File: config.mk
export PLATFORM = sky130hd
export DESIGN_NAME = button_press_mode_sequencer_top_flat
export DESIGN_NICKNAME = d
export VERILOG_FILES = /design/src/rtl/bpms_pkg.sv /design/src/rtl/bpms_if.sv /design/src/rtl/button_press_mode_sequencer_top.sv /design/src/rtl/bpms_button.sv /design/src/flat_wrapper.sv
export SDC_FILE = /design/constraint.sdc
export NUM_CORES = 2
export LEC_CHECK = 0
export ABC_AREA = 1
export BUFFER_PORTS_ARGS = -buffer_cell sky130_fd_sc_hd__buf_2
export CAP_MARGIN = 0
export CORE_AREA = 8 8 380 382
export DETAILED_ROUTE_END_ITERATION = 16
export DIE_AREA = 0 0 388 390
export HOLD_SLACK_MARGIN = 0.08
export PLACE_DENSITY = 0.53
export SYNTH_ARGS = -nofsm -noshare
export SYNTH_HDL_FRONTEND = slang
export SYNTH_SLANG_ARGS = --single-unit
File: constraint.sdc
create_clock -name i_clk -period 10.65 [get_ports i_clk]
set_input_delay 0.5325 -clock i_clk [delete_from_list [all_inputs] [get_ports i_clk]]
set_output_delay 0.5325 -clock i_clk [all_outputs]
set_load 0.005 [all_outputs]
File: src/rtl/bpms_pkg.sv
// bpms_pkg: shared types, constants and helpers of the button press mode sequencer
// no dependencies; used by the interfaces, the button tracker and the top level
package bpms_pkg;

    localparam int unsigned TIME_W     = 32;
    localparam int unsigned LEN_W      = 23;
    localparam int unsigned DEB_MS_W   = 10;
    localparam int unsigned DEB_US_W   = 20;
    localparam int unsigned PRESS_W    = 20;
    localparam int unsigned IVL_W      = 31;
    localparam int unsigned MODE_W     = 2;
    localparam int unsigned KIND_W     = 2;
    localparam int unsigned CFG_IDX_W  = 3;
    localparam int unsigned CFG_DATA_W = 31;

    localparam logic [DEB_US_W-1:0] US_PER_MS        = DEB_US_W'(1000);
    localparam logic [DEB_US_W-1:0] DEBOUNCE_US_RST  = DEB_US_W'(50 * 1000);
    localparam logic [PRESS_W-1:0]  LONG_PRESS_RST   = PRESS_W'(5000);
    localparam logic [PRESS_W-1:0]  CONFIG_PRESS_RST = PRESS_W'(10000);
    localparam logic [IVL_W-1:0]    LOG_IVL_RST      = IVL_W'(2000);

    // x / 1000 == (x * DIV1000_MULT) >> DIV1000_SHIFT for any 32-bit x
    localparam int unsigned         DIV1000_SHIFT = 38;
    localparam int unsigned         PROD_W        = 61;
    localparam logic [28:0]         DIV1000_MULT  = 29'd274877907;

    localparam logic [MODE_W-1:0] CODE_STD = 2'd0;
    localparam logic [MODE_W-1:0] CODE_CFG = 2'd1;
    localparam logic [MODE_W-1:0] CODE_MNT = 2'd2;
    localparam logic [MODE_W-1:0] CODE_ECO = 2'd3;

    typedef enum logic [KIND_W-1:0] {
        KIND_RED   = 2'd0,
        KIND_GREEN = 2'd1,
        KIND_POLL  = 2'd2
    } t_kind;

    typedef enum logic [3:0] {
        MODE_STD = 4'b0001,
        MODE_CFG = 4'b0010,
        MODE_MNT = 4'b0100,
        MODE_ECO = 4'b1000
    } t_mode;

    typedef enum logic [CFG_IDX_W-1:0] {
        REG_START_MODE   = 3'd0,
        REG_DEBOUNCE     = 3'd1,
        REG_LONG_PRESS   = 3'd2,
        REG_CONFIG_PRESS = 3'd3,
        REG_LOG_INTERVAL = 3'd4
    } t_reg_idx;

    typedef struct packed {
        logic             waiting;
        logic [LEN_W-1:0] len_ms;
    } t_btn_status;

    function automatic logic [MODE_W-1:0] mode_code(input t_mode m);
        logic [MODE_W-1:0] code;
        unique case (m)
            MODE_STD: code = CODE_STD;
            MODE_CFG: code = CODE_CFG;
            MODE_MNT: code = CODE_MNT;
            MODE_ECO: code = CODE_ECO;
            default:  code = CODE_STD;
        endcase
        return code;
    endfunction

endpackage

File: src/rtl/bpms_if.sv
// bpms_if: valid/ready channels of the button press mode sequencer
// depends on bpms_pkg for field widths
interface bpms_in_if;
    logic                            valid;
    logic                            ready;
    logic [bpms_pkg::KIND_W-1:0]     mode;
    logic [bpms_pkg::TIME_W-1:0]     time_us;
    logic [bpms_pkg::TIME_W-1:0]     time_ms;
    logic                            pin_level;

    modport source (output valid, mode, time_us, time_ms, pin_level, input ready);
    modport sink   (input valid, mode, time_us, time_ms, pin_level, output ready);
endinterface

interface bpms_out_if;
    logic                            valid;
    logic                            ready;
    logic [bpms_pkg::MODE_W-1:0]     current_mode;
    logic                            mode_changed;
    logic                            log_to_card;
    logic                            log_to_serial;
    logic                            console_enabled;

    modport source (output valid, current_mode, mode_changed, log_to_card, log_to_serial,
                    console_enabled, input ready);
    modport sink   (input valid, current_mode, mode_changed, log_to_card, log_to_serial,
                    console_enabled, output ready);
endinterface

interface bpms_cfg_if;
    logic                              valid;
    logic                              ready;
    logic [bpms_pkg::CFG_IDX_W-1:0]    index;
    logic [bpms_pkg::CFG_DATA_W-1:0]   data;

    modport source (output valid, index, data, input ready);
    modport sink   (input valid, index, data, output ready);
endinterface

File: src/rtl/button_press_mode_sequencer_top.sv
// button_press_mode_sequencer_top: top level of the button press mode sequencer
// depends on bpms_pkg, bpms_if and bpms_button
//
// every input transaction (red edge, green edge, poll or the unused kind code) yields exactly one result
// transaction, registered in the cycle after it is taken; a new transaction can be taken every cycle,
// since all the work is a single pass of compare, subtract and a 32x29 constant multiply
// into the state and result registers; o_out only holds the input back while a result waits
// unread. configuration writes are taken at once, in any cycle; an input transaction
// is held off for a cycle that carries a configuration write.
module button_press_mode_sequencer_top (
    input  logic         i_clk,
    input  logic         i_rst_n,
    bpms_in_if.sink      i_in,
    bpms_cfg_if.sink     i_cfg,
    bpms_out_if.source   o_out
);

    typedef struct packed {
        logic [bpms_pkg::MODE_W-1:0] current_mode;
        logic                        mode_changed;
        logic                        log_to_card;
        logic                        log_to_serial;
        logic                        console_enabled;
    } t_result;

    logic [bpms_pkg::DEB_US_W-1:0] r_debounce_us;
    logic [bpms_pkg::PRESS_W-1:0]  r_long_press_ms;
    logic [bpms_pkg::PRESS_W-1:0]  r_config_press_ms;
    logic [bpms_pkg::IVL_W-1:0]    r_log_ivl_ms;

    bpms_pkg::t_mode               r_mode, n_mode;
    bpms_pkg::t_mode               r_mode_before, n_mode_before;
    logic [bpms_pkg::TIME_W-1:0]   r_last_log_ms, n_last_log_ms;

    logic                          r_out_valid;
    t_result                       r_res, n_res;

    bpms_pkg::t_btn_status         w_red, w_green;
    logic                          w_in_acc, w_cfg_acc;
    logic                          w_red_edge, w_green_edge, w_poll;
    logic [bpms_pkg::TIME_W-1:0]   w_log_gap, w_log_ivl;
    logic                          w_red_long, w_red_cfg, w_green_long;

    assign w_in_acc     = i_in.valid && i_in.ready;
    assign w_cfg_acc    = i_cfg.valid && i_cfg.ready;
    assign w_red_edge   = w_in_acc && (i_in.mode == bpms_pkg::KIND_RED);
    assign w_green_edge = w_in_acc && (i_in.mode == bpms_pkg::KIND_GREEN);
    assign w_poll       = w_in_acc && (i_in.mode == bpms_pkg::KIND_POLL);

    assign i_in.ready   = (!r_out_valid || o_out.ready) && !i_cfg.valid;
    assign i_cfg.ready  = 1'b1;

    bpms_button u_red (
        .i_clk         (i_clk),
        .i_rst_n       (i_rst_n),
        .i_edge        (w_red_edge),
        .i_clear       (w_poll),
        .i_time_us     (i_in.time_us),
        .i_level       (i_in.pin_level),
        .i_debounce_us (r_debounce_us),
        .o_status      (w_red)
    );

    bpms_button u_green (
        .i_clk         (i_clk),
        .i_rst_n       (i_rst_n),
        .i_edge        (w_green_edge),
        .i_clear       (w_poll),
        .i_time_us     (i_in.time_us),
        .i_level       (i_in.pin_level),
        .i_debounce_us (r_debounce_us),
        .o_status      (w_green)
    );

    assign w_red_long   = w_red.len_ms >= bpms_pkg::LEN_W'(r_long_press_ms);
    assign w_red_cfg    = w_red.len_ms >= bpms_pkg::LEN_W'(r_config_press_ms);
    assign w_green_long = w_green.len_ms >= bpms_pkg::LEN_W'(r_long_press_ms);

    // mode table and log decision, kept only on a poll: red action first, then green on the mode red left behind
    always_comb begin
        n_mode           = r_mode;
        n_mode_before    = r_mode_before;
        n_last_log_ms    = r_last_log_ms;
        n_res            = '0;
        if (w_red.waiting) begin
            unique case (r_mode)
                bpms_pkg::MODE_STD: begin
                    if (w_red_cfg) begin
                        n_mode             = bpms_pkg::MODE_CFG;
                        n_res.mode_changed = 1'b1;
                    end else if (w_red_long) begin
                        n_mode_before      = r_mode;
                        n_mode             = bpms_pkg::MODE_MNT;
                        n_res.mode_changed = 1'b1;
                    end
                end
                bpms_pkg::MODE_CFG: begin
                    if (w_red_long) begin
                        n_mode             = bpms_pkg::MODE_STD;
                        n_res.mode_changed = 1'b1;
                    end
                end
                bpms_pkg::MODE_ECO: begin
                    if (w_red_long) begin
                        n_mode_before      = r_mode;
                        n_mode             = bpms_pkg::MODE_MNT;
                        n_res.mode_changed = 1'b1;
                    end
                end
                bpms_pkg::MODE_MNT: begin
                    if (w_red_long) begin
                        n_mode             = r_mode_before;
                        n_res.mode_changed = 1'b1;
                    end
                end
                default: ;
            endcase
        end
        if (w_green.waiting) begin
            unique case (n_mode)
                bpms_pkg::MODE_STD: begin
                    if (w_green_long) begin
                        n_mode             = bpms_pkg::MODE_ECO;
                        n_res.mode_changed = 1'b1;
                    end
                end
                bpms_pkg::MODE_MNT: begin
                    if (w_green_long && n_mode_before == bpms_pkg::MODE_ECO) begin
                        n_mode             = bpms_pkg::MODE_ECO;
                        n_res.mode_changed = 1'b1;
                    end
                end
                bpms_pkg::MODE_CFG, bpms_pkg::MODE_ECO: begin
                    if (w_green_long) begin
                        n_mode             = bpms_pkg::MODE_STD;
                        n_res.mode_changed = 1'b1;
                    end
                end
                default: ;
            endcase
        end
        w_log_gap = i_in.time_ms - r_last_log_ms;
        w_log_ivl = (n_mode == bpms_pkg::MODE_ECO) ? {r_log_ivl_ms, 1'b0}
                                                   : {1'b0, r_log_ivl_ms};
        if (n_mode == bpms_pkg::MODE_CFG) begin
            n_res.console_enabled = 1'b1;
        end else if (w_log_gap >= w_log_ivl) begin
            n_last_log_ms       = i_in.time_ms;
            n_res.log_to_serial = 1'b1;
            n_res.log_to_card   = (n_mode != bpms_pkg::MODE_MNT);
        end
        if (!w_poll) begin
            n_mode             = r_mode;
            n_mode_before      = r_mode_before;
            n_last_log_ms      = r_last_log_ms;
            n_res              = '0;
        end
        n_res.current_mode = bpms_pkg::mode_code(n_mode);
    end

    always_ff @(posedge i_clk) begin
        if (!i_rst_n) begin
            r_debounce_us     <= bpms_pkg::DEBOUNCE_US_RST;
            r_long_press_ms   <= bpms_pkg::LONG_PRESS_RST;
            r_config_press_ms <= bpms_pkg::CONFIG_PRESS_RST;
            r_log_ivl_ms      <= bpms_pkg::LOG_IVL_RST;
            r_mode            <= bpms_pkg::MODE_STD;
            r_mode_before     <= bpms_pkg::MODE_STD;
            r_last_log_ms     <= '0;
            r_out_valid       <= 1'b0;
        end else begin
            if (w_in_acc) begin
                r_out_valid <= 1'b1;
            end else if (o_out.ready) begin
                r_out_valid <= 1'b0;
            end
            if (w_cfg_acc) begin
                unique case (i_cfg.index)
                    bpms_pkg::REG_START_MODE: begin
                        r_mode <= i_cfg.data[0] ? bpms_pkg::MODE_CFG : bpms_pkg::MODE_STD;
                    end
                    bpms_pkg::REG_DEBOUNCE: begin
                        r_debounce_us <= bpms_pkg::DEB_US_W'(i_cfg.data[bpms_pkg::DEB_MS_W-1:0])
                                         * bpms_pkg::US_PER_MS;
                    end
                    bpms_pkg::REG_LONG_PRESS: begin
                        r_long_press_ms <= i_cfg.data[bpms_pkg::PRESS_W-1:0];
                    end
                    bpms_pkg::REG_CONFIG_PRESS: begin
                        r_config_press_ms <= i_cfg.data[bpms_pkg::PRESS_W-1:0];
                    end
                    bpms_pkg::REG_LOG_INTERVAL: begin
                        r_log_ivl_ms <= i_cfg.data[bpms_pkg::IVL_W-1:0];
                    end
                    default: ;
                endcase
            end else begin
                r_mode        <= n_mode;
                r_mode_before <= n_mode_before;
                r_last_log_ms <= n_last_log_ms;
            end
        end
    end

    always_ff @(posedge i_clk) begin
        if (w_in_acc) begin
            r_res <= n_res;
        end
    end

    assign o_out.valid           = r_out_valid;
    assign o_out.current_mode    = r_res.current_mode;
    assign o_out.mode_changed    = r_res.mode_changed;
    assign o_out.log_to_card     = r_res.log_to_card;
    assign o_out.log_to_serial   = r_res.log_to_serial;
    assign o_out.console_enabled = r_res.console_enabled;

    a_card_implies_serial: assert property (@(posedge i_clk) disable iff (!i_rst_n)
        r_out_valid && r_res.log_to_card |-> r_res.log_to_serial)
        else $error("card record without serial record");

    a_console_only_in_cfg: assert property (@(posedge i_clk) disable iff (!i_rst_n)
        r_out_valid && r_res.console_enabled |->
            r_res.current_mode == bpms_pkg::CODE_CFG && !r_res.log_to_serial)
        else $error("console active outside configuration mode");

    a_edge_keeps_log: assert property (@(posedge i_clk) disable iff (!i_rst_n)
        w_in_acc && !w_poll && !w_cfg_acc |=> $stable(r_last_log_ms) && $stable(r_mode))
        else $error("edge transaction changed mode or log time");

    a_poll_clears_pending: assert property (@(posedge i_clk) disable iff (!i_rst_n)
        w_poll |=> !w_red.waiting && !w_green.waiting)
        else $error("pending press survived a poll");

    a_mnt_before_valid: assert property (@(posedge i_clk) disable iff (!i_rst_n)
        w_poll && !w_cfg_acc && n_mode == bpms_pkg::MODE_MNT && r_mode != bpms_pkg::MODE_MNT
            |=> r_mode_before == $past(r_mode))
        else $error("earlier mode not kept on entry to maintenance");

endmodule

File: src/rtl/bpms_button.sv
// bpms_button: debounce and press-length tracking for one push button
// depends on bpms_pkg
module bpms_button (
    input  logic                              i_clk,
    input  logic                              i_rst_n,
    input  logic                              i_edge,
    input  logic                              i_clear,
    input  logic [bpms_pkg::TIME_W-1:0]       i_time_us,
    input  logic                              i_level,
    input  logic [bpms_pkg::DEB_US_W-1:0]     i_debounce_us,
    output bpms_pkg::t_btn_status             o_status
);

    logic [bpms_pkg::TIME_W-1:0] r_last_edge_us, n_last_edge_us;
    logic [bpms_pkg::TIME_W-1:0] r_start_us, n_start_us;
    logic [bpms_pkg::LEN_W-1:0]  r_len_ms, n_len_ms;
    logic                        r_waiting, n_waiting;

    logic [bpms_pkg::TIME_W-1:0] w_gap;
    logic [bpms_pkg::TIME_W-1:0] w_held_us;
    logic [bpms_pkg::PROD_W-1:0] w_prod;
    logic                        w_taken;

    assign w_gap     = i_time_us - r_last_edge_us;
    assign w_taken   = i_edge && (w_gap >= bpms_pkg::TIME_W'(i_debounce_us));
    assign w_held_us = i_time_us - r_start_us;
    assign w_prod    = bpms_pkg::PROD_W'(w_held_us) * bpms_pkg::PROD_W'(bpms_pkg::DIV1000_MULT);

    always_comb begin
        n_last_edge_us = r_last_edge_us;
        n_start_us     = r_start_us;
        n_len_ms       = r_len_ms;
        n_waiting      = r_waiting && !i_clear;
        if (w_taken) begin
            n_last_edge_us = i_time_us;
            if (!i_level) begin
                n_start_us = i_time_us;
            end else if (r_start_us != '0) begin
                n_len_ms   = w_prod[bpms_pkg::DIV1000_SHIFT +: bpms_pkg::LEN_W];
                n_start_us = '0;
                n_waiting  = 1'b1;
            end
        end
    end

    always_ff @(posedge i_clk) begin
        if (!i_rst_n) begin
            r_last_edge_us <= '0;
            r_start_us     <= '0;
            r_len_ms       <= '0;
            r_waiting      <= 1'b0;
        end else begin
            r_last_edge_us <= n_last_edge_us;
            r_start_us     <= n_start_us;
            r_len_ms       <= n_len_ms;
            r_waiting      <= n_waiting;
        end
    end

    assign o_status.waiting = r_waiting;
    assign o_status.len_ms  = r_len_ms;

endmodule

File: src/flat_wrapper.sv
// flat-port wrapper written by rule: the top's interface ports become plain ports
module button_press_mode_sequencer_top_flat 
  (i_clk, i_rst_n, i_in_valid, i_in_mode, i_in_time_us, i_in_time_ms, i_in_pin_level, i_in_ready, i_cfg_valid, i_cfg_index, i_cfg_data, i_cfg_ready, o_out_valid, o_out_current_mode, o_out_mode_changed, o_out_log_to_card, o_out_log_to_serial, o_out_console_enabled, o_out_ready);
  bpms_in_if i_in_i ();
  bpms_cfg_if i_cfg_i ();
  bpms_out_if o_out_i ();
  input  logic i_clk;
  input  logic i_rst_n;
  input wire logic [$bits(i_in_i.valid)-1:0] i_in_valid;
  input wire logic [$bits(i_in_i.mode)-1:0] i_in_mode;
  input wire logic [$bits(i_in_i.time_us)-1:0] i_in_time_us;
  input wire logic [$bits(i_in_i.time_ms)-1:0] i_in_time_ms;
  input wire logic [$bits(i_in_i.pin_level)-1:0] i_in_pin_level;
  output wire logic [$bits(i_in_i.ready)-1:0] i_in_ready;
  input wire logic [$bits(i_cfg_i.valid)-1:0] i_cfg_valid;
  input wire logic [$bits(i_cfg_i.index)-1:0] i_cfg_index;
  input wire logic [$bits(i_cfg_i.data)-1:0] i_cfg_data;
  output wire logic [$bits(i_cfg_i.ready)-1:0] i_cfg_ready;
  output wire logic [$bits(o_out_i.valid)-1:0] o_out_valid;
  output wire logic [$bits(o_out_i.current_mode)-1:0] o_out_current_mode;
  output wire logic [$bits(o_out_i.mode_changed)-1:0] o_out_mode_changed;
  output wire logic [$bits(o_out_i.log_to_card)-1:0] o_out_log_to_card;
  output wire logic [$bits(o_out_i.log_to_serial)-1:0] o_out_log_to_serial;
  output wire logic [$bits(o_out_i.console_enabled)-1:0] o_out_console_enabled;
  input wire logic [$bits(o_out_i.ready)-1:0] o_out_ready;
  assign i_in_i.valid = i_in_valid;
  assign i_in_i.mode = i_in_mode;
  assign i_in_i.time_us = i_in_time_us;
  assign i_in_i.time_ms = i_in_time_ms;
  assign i_in_i.pin_level = i_in_pin_level;
  assign i_in_ready = i_in_i.ready;
  assign i_cfg_i.valid = i_cfg_valid;
  assign i_cfg_i.index = i_cfg_index;
  assign i_cfg_i.data = i_cfg_data;
  assign i_cfg_ready = i_cfg_i.ready;
  assign o_out_valid = o_out_i.valid;
  assign o_out_current_mode = o_out_i.current_mode;
  assign o_out_mode_changed = o_out_i.mode_changed;
  assign o_out_log_to_card = o_out_i.log_to_card;
  assign o_out_log_to_serial = o_out_i.log_to_serial;
  assign o_out_console_enabled = o_out_i.console_enabled;
  assign o_out_i.ready = o_out_ready;
  button_press_mode_sequencer_top u_core (.i_clk(i_clk), .i_rst_n(i_rst_n), .i_in(i_in_i), .i_cfg(i_cfg_i), .o_out(o_out_i));
endmodule
==> run metrics <==
vias in the first global route=45900; Most used DFF post-synth=dfxtp_1; sequential area share after synthesis=11.5%; Fmax achieved=between 100 and 150 MHz; initial core utilization=39.6%; final setup margin=754 ps; Top cell by count, worst path=nand2_1; max-cap viol count=0; Yosys reg bits=311; Core Box Area=roughly 140000 µm²; slowest stage delay, CP=530 ps; Routed Antenna Nets=0; area leader, netlist=ha_1; die area=151000 µm²; TritonCTS clock tree=yes; measured slew at the worst slew-check pin=1200 ps; detailed-placement wirelength estimate=between 100000 and 150000 µm; worst skew pair latency=around 600 ps; die height=approximately 400 µm; layout cells sized above 1=4.87%; root buffer cell=clkbuf_16; pins over their slew limit=0; dpl ws=292 ps; antenna violations before repair=5; CP delay by family, top=adder cells; Worst Path Required=11110 ps; number of synthesized flops with an enable pin=6; fraction of registers with async set/reset=0%; Slew HR=19.5%; total gr overflow=0; distinct cell type count after synthesis=57; post-CTS setup buffer count=0; RSZ-0062 raised after global routing=false; CP Capture Type=register; Global Route Usage Sum=22.1%; Area contributors post-synth=ha_1 25%, fa_1 23%, dfxtp_1 11%, inv_1 11%, nand2_1 5.9%; largest net degree at the start of global routing=75; GPL Wtd Cong=just over 0.9; fin crit share=92.9%; CTS buffer count=41; Worst Setup Start Kind=input port; CP Class=in2reg; Fillers=14200; Post-layout nets=8849; Cell Rows=around 140; first-pass GRT wire length=around 260000 µm; Port Buffers=113; crit path max-delay cell type=fa_1; Post-Syn Nets=approximately 8700; Wirelength per Cell=19.1 µm; clock sinks=311; clk slew on worst S/H paths=60 ps; Post-Syn Instances=6880; # resized after CTS=0; # DRC=0; minimum clock period=9900 ps; final setup vio count=0; worst-path fanout max=5; outcome=completed; CTS Hold Bufs=0; First-pass DRT Iterations=6; Final Skew=45.5 ps; Syn Area/Cell=approximately 8.0 µm²; Top Ports=115; final WL=169000 µm; routed via count=44700; worst min path class=in2reg; Setup TNS Final=0 ps; synthesized cell area=about 55000 µm²; Initial DRC Count=2634; critical path buffer and inverter count=9; synth-to-layout area growth=8.04%; Hold Fails Final Rpt=0; CTS Buffer Depth=3; die extent in x=388 µm; Ys Warns=0; H-tree levels=2; Via density=5.05; area share of the largest cell type after synthesis=approximately 25%; Worst Path Arrival=roughly 10000 ps
stage by stage:
| step | instance area (µm²) | hold slack (ps) | utilization [%] | instances |
|---|---|---|---|---|
| 2_1_floorplan | 54800 | 433 | - | 6880 |
| 3_3_place_gp | 57800 | 446 | 41.7 | 8780 |
| 3_5_place_dp | 57800 | 454 | 41.7 | 8780 |
| 4_1_cts | 59200 | 114 | 42.7 | 8854 |
| 5_1_grt | 59200 | 151 | 42.7 | 8856 |
| 6_report | 59200 | 163 | 42.7 | 8857 |
cells in the final DEF (no fill, tap or decap), types with 31 or more instances in the layout:
| cell type | count |
|---|---|
| ha_1 | 1096 |
| fa_1 | 631 |
| nand4_1 | 96 |
| dfxtp_1 | 305 |
| nor4_1 | 33 |
| buf_2 | 112 |
| a21o_1 | 31 |
| clkbuf_16 | 41 |
| xor2_1 | 129 |
| xnor2_1 | 74 |
| a31oi_1 | 49 |
| o21ai_0 | 325 |
| nor3_1 | 51 |
| nand2_1 | 863 |
| nand3_1 | 161 |
| inv_1 | 1574 |
| nor2_1 | 510 |
| buf_4 | 95 |
| o21ai_1 | 48 |
| a21oi_1 | 567 |
worst paths after layout:
kind | slack (ps) | end | start | cells past startpoint
min | 160 | u_core.r_log_ivl_ms[25]$_SDFFE_PN0P_ | i_cfg_data[25] | 3
max reg2reg | 820 | u_core.u_green.r_len_ms[20]$_SDFFE_PN0P_ | u_core.u_green.r_start_us[0]$_SDFFE_PN0P_ | 46
max | 750 | u_core.u_green.r_len_ms[20]$_SDFFE_PN0P_ | i_in_time_us[0] | 48
min reg2reg | 460 | u_core.u_red.r_last_edge_us[9]$_SDFFE_PN0P_ | u_core.u_red.r_last_edge_us[9]$_SDFFE_PN0P_ | 2
final cells by class:
| type | instances | area, µm² | share of cell area [%] |
|---|---|---|---|
| diodes | 3 | 7.51 | 0.0127 |
| clock buffers | 47 | 1080 | 1.82 |
| clock inverters | 27 | 309 | 0.522 |
| inverters | 1578 | 5920 | 10.0 |
| multi-input cells | 4875 | 42000 | 71.0 |
| flip-flops and latches | 311 | 6290 | 10.6 |
| well taps | 1807 | 2260 | 3.82 |
| repair buffers | 209 | 1310 | 2.20 |
registers in the layout, indices dropped and copies added (netlist names), 23 cells and up:
signal	flops
u_core.r_last_log_ms	32
u_core.u_green.r_last_edge_us	32
u_core.u_red.r_len_ms	23
u_core.u_red.r_start_us	32
u_core.u_green.r_len_ms	23
u_core.u_red.r_last_edge_us	32
u_core.r_log_ivl_ms	31
u_core.u_green.r_start_us	32
cell usage after synthesis, types with 31 or more instances:
master	number
inv_1	1574
ha_1	1096
nand2_1	863
fa_1	631
a21oi_1	567
nor2_1	510
o21ai_0	325
dfxtp_1	305
nand3_1	161
xor2_1	129
nand4_1	96
xnor2_1	75
clkbuf_1	72
nor3_1	52
a31oi_1	49
o21ai_1	48
nor4_1	34
a21o_1	31
metal layers:
layer	global-route usage, %	routed length, µm	vias to the layer above
met1	30.6	80900	21400
met2	37.3	77900	854
met4	5.65	4770	0
li1	-	-	22300
met3	1.80	5750	176
met5	0	0	-
worst reg2reg max path, delay by kind of cell (launching register included):
family | cells | cell delay, ps
buf+inv | 7 | 650
compound gates | 11 | 2270
flops | 1 | 350
fa+ha+maj | 11 | 4250
simple gates | 16 | 1990
xor+xnor | 1 | 190
logic make-up (layout without fill, tap and decap cells):
kind of cell	after synthesis	after routing	share of synthesized area [%]
buffers and inverters	1694	1861	11.9
AND/OR/NAND/NOR	1792	1792	13.8
adder cells (fa/ha/maj)	1727	1727	48.1
other	1	4	0.00684
XOR/XNOR	204	204	3.26
flip-flops	311	311	11.5
AO/OA/AOI/OAI	1151	1151	11.5
Power is left out: the tool's default activity adds up to more than one toggle a clock period on the data nets, which glitch-free logic cannot reach.
